File: config.mk
export PLATFORM = sky130hd
export DESIGN_NAME = rgb_to_yuv420_converter_unit
export DESIGN_NICKNAME = d
export VERILOG_FILES = /design/src/r2y420_pkg.sv /design/src/rgb_to_yuv420_converter_unit.sv
export SDC_FILE = /design/constraint.sdc
export NUM_CORES = 2
export LEC_CHECK = 0
export BUFFER_PORTS_ARGS = -buffer_cell sky130_fd_sc_hd__buf_4
export CORE_UTILIZATION = 60
export CTS_BUF_LIST = sky130_fd_sc_hd__clkbuf_4 sky130_fd_sc_hd__clkbuf_8
export DETAILED_ROUTE_END_ITERATION = 8
export GPL_ROUTABILITY_DRIVEN = 0
export GPL_TIMING_DRIVEN = 0
export PLACE_DENSITY = 0.84
export SYNTH_ARGS = -nofsm -noshare
export SYNTH_HDL_FRONTEND = slang
export SYNTH_SLANG_ARGS = --single-unit
export TNS_END_PERCENT = 5
File: constraint.sdc
create_clock -name clk -period 21.7 [get_ports clk]
set_clock_uncertainty 0.2 [all_clocks]
set_input_delay 2.17 -clock clk [delete_from_list [all_inputs] [get_ports clk]]
set_output_delay 2.17 -clock clk [all_outputs]
set_load 0.01 [all_outputs]
File: src/r2y420_pkg.sv
// Shared constants, types and helpers for the RGB to YUV 4:2:0 converter.
// No dependencies; imported by rgb_to_yuv420_converter_unit.
package r2y420_pkg;

  // Field widths fixed by the stream format
  localparam int COMP_W        = 8;
  localparam int LUMA_OFF_W    = 24;
  localparam int CHROMA_OFF_W  = 23;
  localparam int CFG_DIM_W     = 13;
  localparam int CFG_IDX_W     = 2;
  localparam int IN_DATA_W     = 24;
  localparam int OUT_DATA_W    = 96;

  // Default limits for the frame size parameters
  localparam int MAX_WIDTH_DEF  = 4096;
  localparam int MAX_HEIGHT_DEF = 4096;

  // Register reset values
  localparam logic [CFG_DIM_W-1:0] WIDTH_RST  = 13'd640;
  localparam logic [CFG_DIM_W-1:0] HEIGHT_RST = 13'd480;
  localparam logic                 LAYOUT_RST = 1'b0;

  // Layout codes
  localparam logic LAYOUT_PLANAR      = 1'b0;
  localparam logic LAYOUT_INTERLEAVED = 1'b1;

  // Register indexes on the config port
  typedef enum logic [CFG_IDX_W-1:0] {
    CFG_FRAME_WIDTH   = 2'd0,
    CFG_FRAME_HEIGHT  = 2'd1,
    CFG_CHROMA_LAYOUT = 2'd2
  } cfg_idx_t;

  // Color sums: Q16 fixed point, signed, wide enough for every RGB value
  localparam int SUM_W = 27;
  typedef logic signed [SUM_W-1:0] csum_t;

  localparam csum_t Y_CR = 27'sd19595;
  localparam csum_t Y_CG = 27'sd38470;
  localparam csum_t Y_CB = 27'sd7471;
  localparam csum_t U_CR = -27'sd9642;
  localparam csum_t U_CG = -27'sd18931;
  localparam csum_t U_CB = 27'sd28574;
  localparam csum_t V_CR = 27'sd40305;
  localparam csum_t V_CG = -27'sd33750;
  localparam csum_t V_CB = -27'sd6554;
  localparam csum_t CHROMA_BIAS = 27'sd8388608; // 128 << 16

  // Weighted sum of one pixel
  function automatic csum_t color_sum(input logic [COMP_W-1:0] r,
                                      input logic [COMP_W-1:0] g,
                                      input logic [COMP_W-1:0] b,
                                      input csum_t cr, input csum_t cg,
                                      input csum_t cb, input csum_t bias);
    csum_t rx, gx, bx;
    rx = csum_t'({1'b0, r});
    gx = csum_t'({1'b0, g});
    bx = csum_t'({1'b0, b});
    return cr * rx + cg * gx + cb * bx + bias;
  endfunction

  // Clamp below at 0, drop 16 fraction bits, clamp above at 255
  function automatic logic [COMP_W-1:0] to_byte(input csum_t s);
    logic [COMP_W-1:0] res;
    if (s[SUM_W-1]) begin
      res = '0;
    end else if (|s[SUM_W-2:24]) begin
      res = 8'hFF;
    end else begin
      res = s[23:16];
    end
    return res;
  endfunction

endpackage

File: src/rgb_to_yuv420_converter_unit.sv
// RGB to YUV 4:2:0 converter top level: counters, color math, plane offsets.
// Depends on r2y420_pkg.
//
//  channel | dir | handshake              | payload
//  --------+-----+------------------------+---------------------------------------
//  in_     | in  | in_tvalid / in_tready  | in_tdata: red, green, blue
//  out_    | out | out_tvalid / out_tready| out_tdata: Y, offsets, U, V; tuser/tlast
//  cfg_    | in  | cfg_valid / cfg_ready  | cfg_index, cfg_data
//
// One pixel per clock sustained unless out_ stalls; an in_ beat passes the stage-1
// and output registers. The clock is set by the stage-2 path: three 13x12 offset
// multipliers and the constant-coefficient color sums, each into one adder.
// Reset clears the counters and pipeline valids and loads 640x480, planar.
// A stall on out_ holds both stages; in_tready drops only when both are full.
// cfg_ready is always high.
module rgb_to_yuv420_converter_unit
  import r2y420_pkg::*;
#(
  parameter int MAX_WIDTH  = MAX_WIDTH_DEF,
  parameter int MAX_HEIGHT = MAX_HEIGHT_DEF
) (
  input  logic                  clk,
  input  logic                  rst_n,
  // input pixels
  input  logic                  in_tvalid,
  output logic                  in_tready,
  input  logic [IN_DATA_W-1:0]  in_tdata,   // [7:0] red, [15:8] green, [23:16] blue
  // results
  output logic                  out_tvalid,
  input  logic                  out_tready,
  // [7:0] luma, [31:8] luma_offset, [39:32] u_value, [47:40] v_value,
  // [70:48] u_offset, [93:71] v_offset, [95:94] zero
  output logic [OUT_DATA_W-1:0] out_tdata,
  output logic                  out_tuser,  // [0] chroma_valid
  output logic                  out_tlast,  // frame_last
  // configuration writes
  input  logic                  cfg_valid,
  output logic                  cfg_ready,
  input  logic [CFG_IDX_W-1:0]  cfg_index,
  input  logic [CFG_DIM_W-1:0]  cfg_data
);

  localparam int WW = $clog2(MAX_WIDTH + 1);                       // width value
  localparam int CW = $clog2(MAX_WIDTH);                           // column
  localparam int HW = $clog2(MAX_HEIGHT + 1);                      // height value
  localparam int RW = (MAX_HEIGHT > 1) ? $clog2(MAX_HEIGHT) : 1;   // row
  localparam int PW = RW + WW + 1;                                 // offset math

  typedef struct packed {
    logic [COMP_W-1:0] red;
    logic [COMP_W-1:0] green;
    logic [COMP_W-1:0] blue;
    logic [CW-1:0]     col;
    logic [RW-1:0]     row;
    logic [WW-1:0]     width;
    logic              layout;
    logic              cvalid;
    logic              last;
  } s1_pix_t;

  // ---------------- configuration ----------------
  logic [CFG_DIM_W-1:0] frame_width_r, frame_height_r;
  logic                 chroma_layout_r;

  assign cfg_ready = 1'b1;

  always_ff @(posedge clk) begin
    if (!rst_n) begin
      frame_width_r   <= WIDTH_RST;
      frame_height_r  <= HEIGHT_RST;
      chroma_layout_r <= LAYOUT_RST;
    end else if (cfg_valid && cfg_ready) begin
      case (cfg_idx_t'(cfg_index))
        CFG_FRAME_WIDTH:   frame_width_r   <= cfg_data;
        CFG_FRAME_HEIGHT:  frame_height_r  <= cfg_data;
        CFG_CHROMA_LAYOUT: chroma_layout_r <= cfg_data[0];
        default: ;  // unmapped index, write dropped
      endcase
    end
  end

  // Effective size: zero acts as one, oversize saturates at the maximum
  logic [WW-1:0] w_eff;
  logic [HW-1:0] h_eff;

  always_comb begin
    if (frame_width_r == '0) begin
      w_eff = WW'(1);
    end else if (32'(frame_width_r) > MAX_WIDTH) begin
      w_eff = WW'(MAX_WIDTH);
    end else begin
      w_eff = WW'(frame_width_r);
    end
    if (frame_height_r == '0) begin
      h_eff = HW'(1);
    end else if (32'(frame_height_r) > MAX_HEIGHT) begin
      h_eff = HW'(MAX_HEIGHT);
    end else begin
      h_eff = HW'(frame_height_r);
    end
  end

  // ---------------- pipeline control ----------------
  logic s1_valid_r, s1_valid_nxt;
  logic out_valid_r, out_valid_nxt;
  logic out_adv;
  logic in_acc;

  assign out_adv   = !out_valid_r || out_tready;
  assign in_tready = !s1_valid_r || out_adv;
  assign in_acc    = in_tvalid && in_tready;

  always_comb begin
    s1_valid_nxt  = s1_valid_r;
    out_valid_nxt = out_valid_r;
    if (out_adv) begin
      out_valid_nxt = s1_valid_r;
    end
    if (in_tready) begin
      s1_valid_nxt = in_tvalid;
    end
  end

  always_ff @(posedge clk) begin
    if (!rst_n) begin
      s1_valid_r  <= 1'b0;
      out_valid_r <= 1'b0;
    end else begin
      s1_valid_r  <= s1_valid_nxt;
      out_valid_r <= out_valid_nxt;
    end
  end

  // ---------------- raster counters ----------------
  logic [CW-1:0] col_r, col_nxt;
  logic [RW-1:0] row_r, row_nxt;
  logic          row_end, frame_end, cvalid;

  // a counter left past a shrunk limit also ends its row or frame here
  assign row_end   = (32'(col_r) + 32'd1) >= 32'(w_eff);
  assign frame_end = row_end && ((32'(row_r) + 32'd1) >= 32'(h_eff));
  assign cvalid    = !col_r[0] && !row_r[0];

  always_comb begin
    col_nxt = col_r;
    row_nxt = row_r;
    if (in_acc) begin
      if (row_end) begin
        col_nxt = '0;
        row_nxt = frame_end ? '0 : RW'(row_r + 1'b1);
      end else begin
        col_nxt = CW'(col_r + 1'b1);
      end
    end
  end

  always_ff @(posedge clk) begin
    if (!rst_n) begin
      col_r <= '0;
      row_r <= '0;
    end else begin
      col_r <= col_nxt;
      row_r <= row_nxt;
    end
  end

  // ---------------- stage 1: input register ----------------
  s1_pix_t s1_r, s1_nxt;

  always_comb begin
    s1_nxt = s1_r;
    if (in_acc) begin
      s1_nxt.red    = in_tdata[7:0];
      s1_nxt.green  = in_tdata[15:8];
      s1_nxt.blue   = in_tdata[23:16];
      s1_nxt.col    = col_r;
      s1_nxt.row    = row_r;
      s1_nxt.width  = w_eff;
      s1_nxt.layout = chroma_layout_r;
      s1_nxt.cvalid = cvalid;
      s1_nxt.last   = frame_end;
    end
  end

  always_ff @(posedge clk) begin
    s1_r <= s1_nxt;
  end

  // ---------------- stage 2: color and offset math ----------------
  logic [COMP_W-1:0]       luma_v, u_v, v_v;
  logic [PW-1:0]           luma_full, planar_full, inter_full, chroma_sel;
  logic [WW-1:0]           half_w;
  logic [RW-1:0]           half_row;
  logic [CW-1:0]           half_col;
  logic [LUMA_OFF_W-1:0]   luma_off;
  logic [CHROMA_OFF_W-1:0] u_off, v_off;
  logic [COMP_W-1:0]       u_out, v_out;

  assign luma_v = to_byte(color_sum(s1_r.red, s1_r.green, s1_r.blue,
                                    Y_CR, Y_CG, Y_CB, '0));
  assign u_v    = to_byte(color_sum(s1_r.red, s1_r.green, s1_r.blue,
                                    U_CR, U_CG, U_CB, CHROMA_BIAS));
  assign v_v    = to_byte(color_sum(s1_r.red, s1_r.green, s1_r.blue,
                                    V_CR, V_CG, V_CB, CHROMA_BIAS));

  assign half_w   = s1_r.width >> 1;
  assign half_row = s1_r.row >> 1;
  assign half_col = s1_r.col >> 1;

  assign luma_full   = PW'(s1_r.row) * PW'(s1_r.width) + PW'(s1_r.col);
  assign planar_full = PW'(half_row) * PW'(half_w) + PW'(half_col);
  assign inter_full  = PW'(half_row) * PW'(s1_r.width) + PW'(s1_r.col);

  assign luma_off   = LUMA_OFF_W'(luma_full);
  assign chroma_sel = (s1_r.layout == LAYOUT_INTERLEAVED) ? inter_full : planar_full;

  // chroma fields read as zero on pixels that carry no chroma
  always_comb begin
    u_out = '0;
    v_out = '0;
    u_off = '0;
    v_off = '0;
    if (s1_r.cvalid) begin
      u_out = u_v;
      v_out = v_v;
      u_off = CHROMA_OFF_W'(chroma_sel);
      v_off = (s1_r.layout == LAYOUT_INTERLEAVED) ?
              CHROMA_OFF_W'(chroma_sel + 1'b1) : CHROMA_OFF_W'(chroma_sel);
    end
  end

  // ---------------- output register ----------------
  logic [OUT_DATA_W-1:0] out_data_r, out_data_nxt;
  logic                  out_user_r, out_user_nxt;
  logic                  out_last_r, out_last_nxt;

  always_comb begin
    out_data_nxt = out_data_r;
    out_user_nxt = out_user_r;
    out_last_nxt = out_last_r;
    if (out_adv && s1_valid_r) begin
      out_data_nxt = {2'b00, v_off, u_off, v_out, u_out, luma_off, luma_v};
      out_user_nxt = s1_r.cvalid;
      out_last_nxt = s1_r.last;
    end
  end

  always_ff @(posedge clk) begin
    out_data_r <= out_data_nxt;
    out_user_r <= out_user_nxt;
    out_last_r <= out_last_nxt;
  end

  assign out_tvalid = out_valid_r;
  assign out_tdata  = out_data_r;
  assign out_tuser  = out_user_r;
  assign out_tlast  = out_last_r;

  // ---------------- assertions ----------------
  // the last pixel of a frame sends both counters home
  a_frame_wrap: assert property (@(posedge clk) disable iff (!rst_n)
    (in_acc && frame_end) |=> (col_r == '0 && row_r == '0))
    else $error("counters not cleared after frame end");

  // a pixel parked in stage 1 stays put while the output is stalled
  a_s1_hold: assert property (@(posedge clk) disable iff (!rst_n)
    (s1_valid_r && out_valid_r && !out_tready) |=> (s1_valid_r && $stable(s1_r)))
    else $error("stage 1 changed under output stall");

  // no-chroma beats carry zero chroma values and offsets
  a_chroma_zero: assert property (@(posedge clk) disable iff (!rst_n)
    (out_tvalid && !out_tuser) |-> (out_tdata[93:32] == '0))
    else $error("chroma fields nonzero on a luma-only beat");

endmodule
==> Implementation_results.wiki <==
{| class="wikitable"
! Metric !! Value
|-
| Data arrival at the endpoint of the critical path || 10.44 ns
|-
| Total via count after detailed routing || 28430
|-
| Final setup viols || 0
|-
| Leading register cell type out of synthesis || sky130_fd_sc_hd__edfxtp_1
|-
| Area Overhead vs Synth || 8.057%
|-
| # port buffers || 141
|-
| Top Family by Delay on Critical Path || adder cells
|-
| Root Driver || sky130_fd_sc_hd__clkbuf_8
|-
| Effective utilization at floorplan || 0.6093
|-
| Setup crit start kind || register
|-
| HPWL after detailed placement || 79.65 mm
|-
| Number of nets at the end of the flow || 5408
|-
| # clock sinks || 213
|-
| Max Transition Viols Final || 0
|-
| Worst Reg-to-Reg Cells || 33
|-
| Min-delay worst type || reg2reg
|-
| Bufs on Longest Clock Path || 3
|-
| Worst hold path cell count || 0
|-
| Largest net degree at the start of global routing || 42
|-
| Worst Tran Pin Value || 1.104 ns
|-
| Total clock buffers created by CTS || 40
|-
| Number of storage elements in the synthesis netlist || 213
|-
| Congestion Overflow GR || 0
|-
| Period utilisation layout || 0.4740
|-
| Overall track demand over capacity in global routing || 0.2942
|-
| Iteration-0 DRC Markers || between 2000 and 2500
|-
| Final ANT Viol Nets || 0
|-
| Total negative slack for setup checks || 0 ns
|-
| Vias per cell || roughly 5.7
|-
| Commonest non-fill, non-tap cells in the layout || sky130_fd_sc_hd__inv_1 (954), sky130_fd_sc_hd__ha_1 (631), sky130_fd_sc_hd__fa_1 (580), sky130_fd_sc_hd__nand2_1 (290), sky130_fd_sc_hd__edfxtp_1 (160)
|-
| DIE AREA || 65310 um2
|-
| First element of the critical path || s1_r[41]
|-
| Post-synth EDFFs || 160
|-
| Post-CTS Setup Bufs || 0
|-
| Area of the multi-input gates || 28740 um2
|-
| Maximum fanout along the worst path || 12
|-
| Core footprint || 63310 um2
|-
| Clock tree from TritonCTS || done
|-
| Area occupied by registers || around 5900 um2
|-
| Worst-path clk slew || 0.07 ns
|-
| Cell area after synthesis || 38570 um2
|-
| Async set or reset register ratio after synthesis || 0
|-
| Leading cell type in the layout, fill and taps excluded || sky130_fd_sc_hd__inv_1
|-
| Data required time at the worst endpoint || 21.85 ns
|-
| Adder-cell share of the synthesized area || 0.5057
|-
| Wire length reported by the detailed router || 93.78 mm
|-
| Post-detailed-route wirelength per cell || around 19 um
|-
| Crit Path Class || reg2reg
|-
| Largest family of logic cells by synthesized area || adder cells
|-
| Multiplexer fraction of the synthesized cell area || 0.006163
|-
| Min-Delay Endpoint || s1_r[2]
|-
| Boundary Pins || 145
|-
| Worst slew margin relative to its limit || 0.2639
|-
| Post-synthesis compound-gate area fraction || 0.08570
|-
| H-tree Lvls || 2
|-
| YS warnings || 0
|-
| Antenna violations before repair || 1
|-
| Crit path largest cell delay || about 0.89 ns
|-
| Xor/xnor cell area share of the yosys netlist || 0.04917
|-
| Floorplan row count || 92
|-
| Post-Layout Inst Area || 41680 um2
|-
| Crit-path slowest cell || sky130_fd_sc_hd__edfxtp_1
|-
| Die width || 255.6 um
|-
| Count of hold-fix buffers inserted at cts || 0
|-
| Post-synthesis instance total || 3965
|-
| Unrepaired setup endpoints after global routing || no
|-
| Via count of the first global-routing pass || 30010
|-
| Hold Crit Start || chroma_layout_r
|-
| Placed Area || 40800 um2
|-
| Reg2Reg Setup Slack || 11.41 ns
|-
| Highest achievable clock rate || around 0.097 GHz
|-
| Run status || finished, final reports clean
|-
| Number of filler instances in the final layout || 4803
|-
| DRC violation count after routing || 0
|-
| Clock latency reported for the late side of the worst-skew pair || roughly 0.65 ns
|-
| Wire length of the first global-routing pass || 152.2 mm
|-
| Worst path bufs/invs || 6
|-
| Source of the worst register-to-register timing path || s1_r[41]
|-
| Total count of hold-check failures in the final report || 0
|-
| Count of different cell masters after synthesis || 85
|-
| Minimum clock period after layout || 10.29 ns
|-
| Total of cells resized after clock tree synthesis || 0
|-
| DIE HEIGHT || 255.6 um
|-
| Number of maximum-capacitance violations || 0
|-
| Critical register-to-register path endpoint || out_tdata[33]
|-
| Detailed-router iteration count before antenna repair || 6
|-
| Ratio of cells with drive above 1 in the final layout || 0.06501
|-
| Synth Area in Simple Gates || 0.09796
|-
| Synthesized area per cell || ~9.7 um2
|-
| Sequential share of the synthesized area || 0.1521
|-
| CP Capture Type || register
|}
==> synth_stat cells, types with 13 or more instances <==
| cell | n | share of area |
|---|---|---|
| sky130_fd_sc_hd__and2_1 | 65 | 0.011 |
| sky130_fd_sc_hd__o21a_1 | 31 | 0.0060 |
| sky130_fd_sc_hd__a31oi_1 | 19 | 0.0031 |
| sky130_fd_sc_hd__nand4_1 | 17 | 0.0028 |
| sky130_fd_sc_hd__nor3_1 | 59 | 0.0077 |
| sky130_fd_sc_hd__a21boi_0 | 33 | 0.0064 |
| sky130_fd_sc_hd__edfxtp_1 | 160 | 0.12 |
| sky130_fd_sc_hd__nand3b_1 | 16 | 0.0031 |
| sky130_fd_sc_hd__o21ai_0 | 76 | 0.0099 |
| sky130_fd_sc_hd__a211oi_1 | 27 | 0.0053 |
| sky130_fd_sc_hd__fa_1 | 580 | 0.30 |
| sky130_fd_sc_hd__o41ai_1 | 13 | 0.0030 |
| sky130_fd_sc_hd__inv_1 | 954 | 0.093 |
| sky130_fd_sc_hd__nor2_1 | 140 | 0.014 |
| sky130_fd_sc_hd__xor2_1 | 88 | 0.020 |
| sky130_fd_sc_hd__mux2i_1 | 17 | 0.0044 |
| sky130_fd_sc_hd__a21o_1 | 57 | 0.011 |
| sky130_fd_sc_hd__dfxtp_1 | 53 | 0.028 |
| sky130_fd_sc_hd__o21bai_1 | 22 | 0.0043 |
| sky130_fd_sc_hd__and3_1 | 28 | 0.0045 |
| sky130_fd_sc_hd__clkbuf_1 | 54 | 0.0053 |
| sky130_fd_sc_hd__xnor2_1 | 126 | 0.029 |
| sky130_fd_sc_hd__nand3_1 | 54 | 0.0070 |
| sky130_fd_sc_hd__ha_1 | 631 | 0.20 |
| sky130_fd_sc_hd__or3_1 | 21 | 0.0034 |
| sky130_fd_sc_hd__nor2b_1 | 25 | 0.0041 |
| sky130_fd_sc_hd__a21oi_1 | 127 | 0.016 |
| sky130_fd_sc_hd__nand2_1 | 290 | 0.028 |
| sky130_fd_sc_hd__or2_2 | 17 | 0.0028 |
==> area by class of cell <==
type                            instances  area share
Inverter                              955     0.08606
Buffer                                 69    0.009425
Clock inverter                         26    0.006304
Antenna cell                            1  0.00006003
Tap cell                              846     0.02539
Clock buffer                           47     0.01477
Sequential cell                       213      0.1407
Multi-Input combinational cell       2729      0.6896
Timing Repair Buffer                  145     0.02768
==> through the flow <==
| stage | hold slack (ns) | utilization | setup WS, ns | instances |
|---|---|---|---|---|
| 2_1_floorplan | 0.2003 | - | 12.98 | 3966 |
| 3_3_place_gp | 0.2576 | 0.6428 | 11.85 | 4953 |
| 3_5_place_dp | 0.2687 | 0.6445 | 11.70 | 4957 |
| 4_1_cts | 0.2851 | 0.6583 | 11.65 | 5030 |
| 5_1_grt | 0.2722 | 0.6584 | 10.88 | 5031 |
| 6_report | 0.2763 | 0.6584 | 11.41 | 5031 |
==> routing by layer <==
metal	track usage	vias to the layer above	share of wire
met2	0.4760	1200	0.46
met1	0.3714	13830	0.40
li1	-	13120	-
met3	0.07110	289	0.095
met5	0	-	0
met4	0.1409	0	0.052
==> logic make-up (layout without fill, tap and decap cells) <==
logic type,count (synthesis),in the layout
xor gates and xnor gates,215,215
AOI/OAI and AO/OA,495,495
other,2,4
adders and majority gates,1211,1211
muxes,23,23
and+or+nand+nor,782,782
buffers and inverters,1024,1242
DFF,213,213
==> flip-flops by register name (all words and copies together), names as in the netlist <==
register         cells
out_tdata           94
s1_r                30
frame_height_r      13
frame_width_r       13
col_r               12
half_w              12
row_r               12
half_col            11
half_row            11
chroma_layout_r      1
out_tlast            1
out_tuser            1
out_tvalid           1
s1_valid_r           1
==> how the worst max path moves through the flow <==
stage,cells after the start,end,slack (ns)
floorplan,30,out_tdata[32],12.98
global placement,33,out_tdata[36],11.85
detailed placement,33,out_tdata[36],11.70
CTS,29,out_tdata[36],11.65
global route,33,out_tdata[36],10.88
finish,33,out_tdata[33],11.41
Power is left out: the tool's default activity adds up to more than one toggle a clock period on the data nets, which glitch-free logic cannot reach.
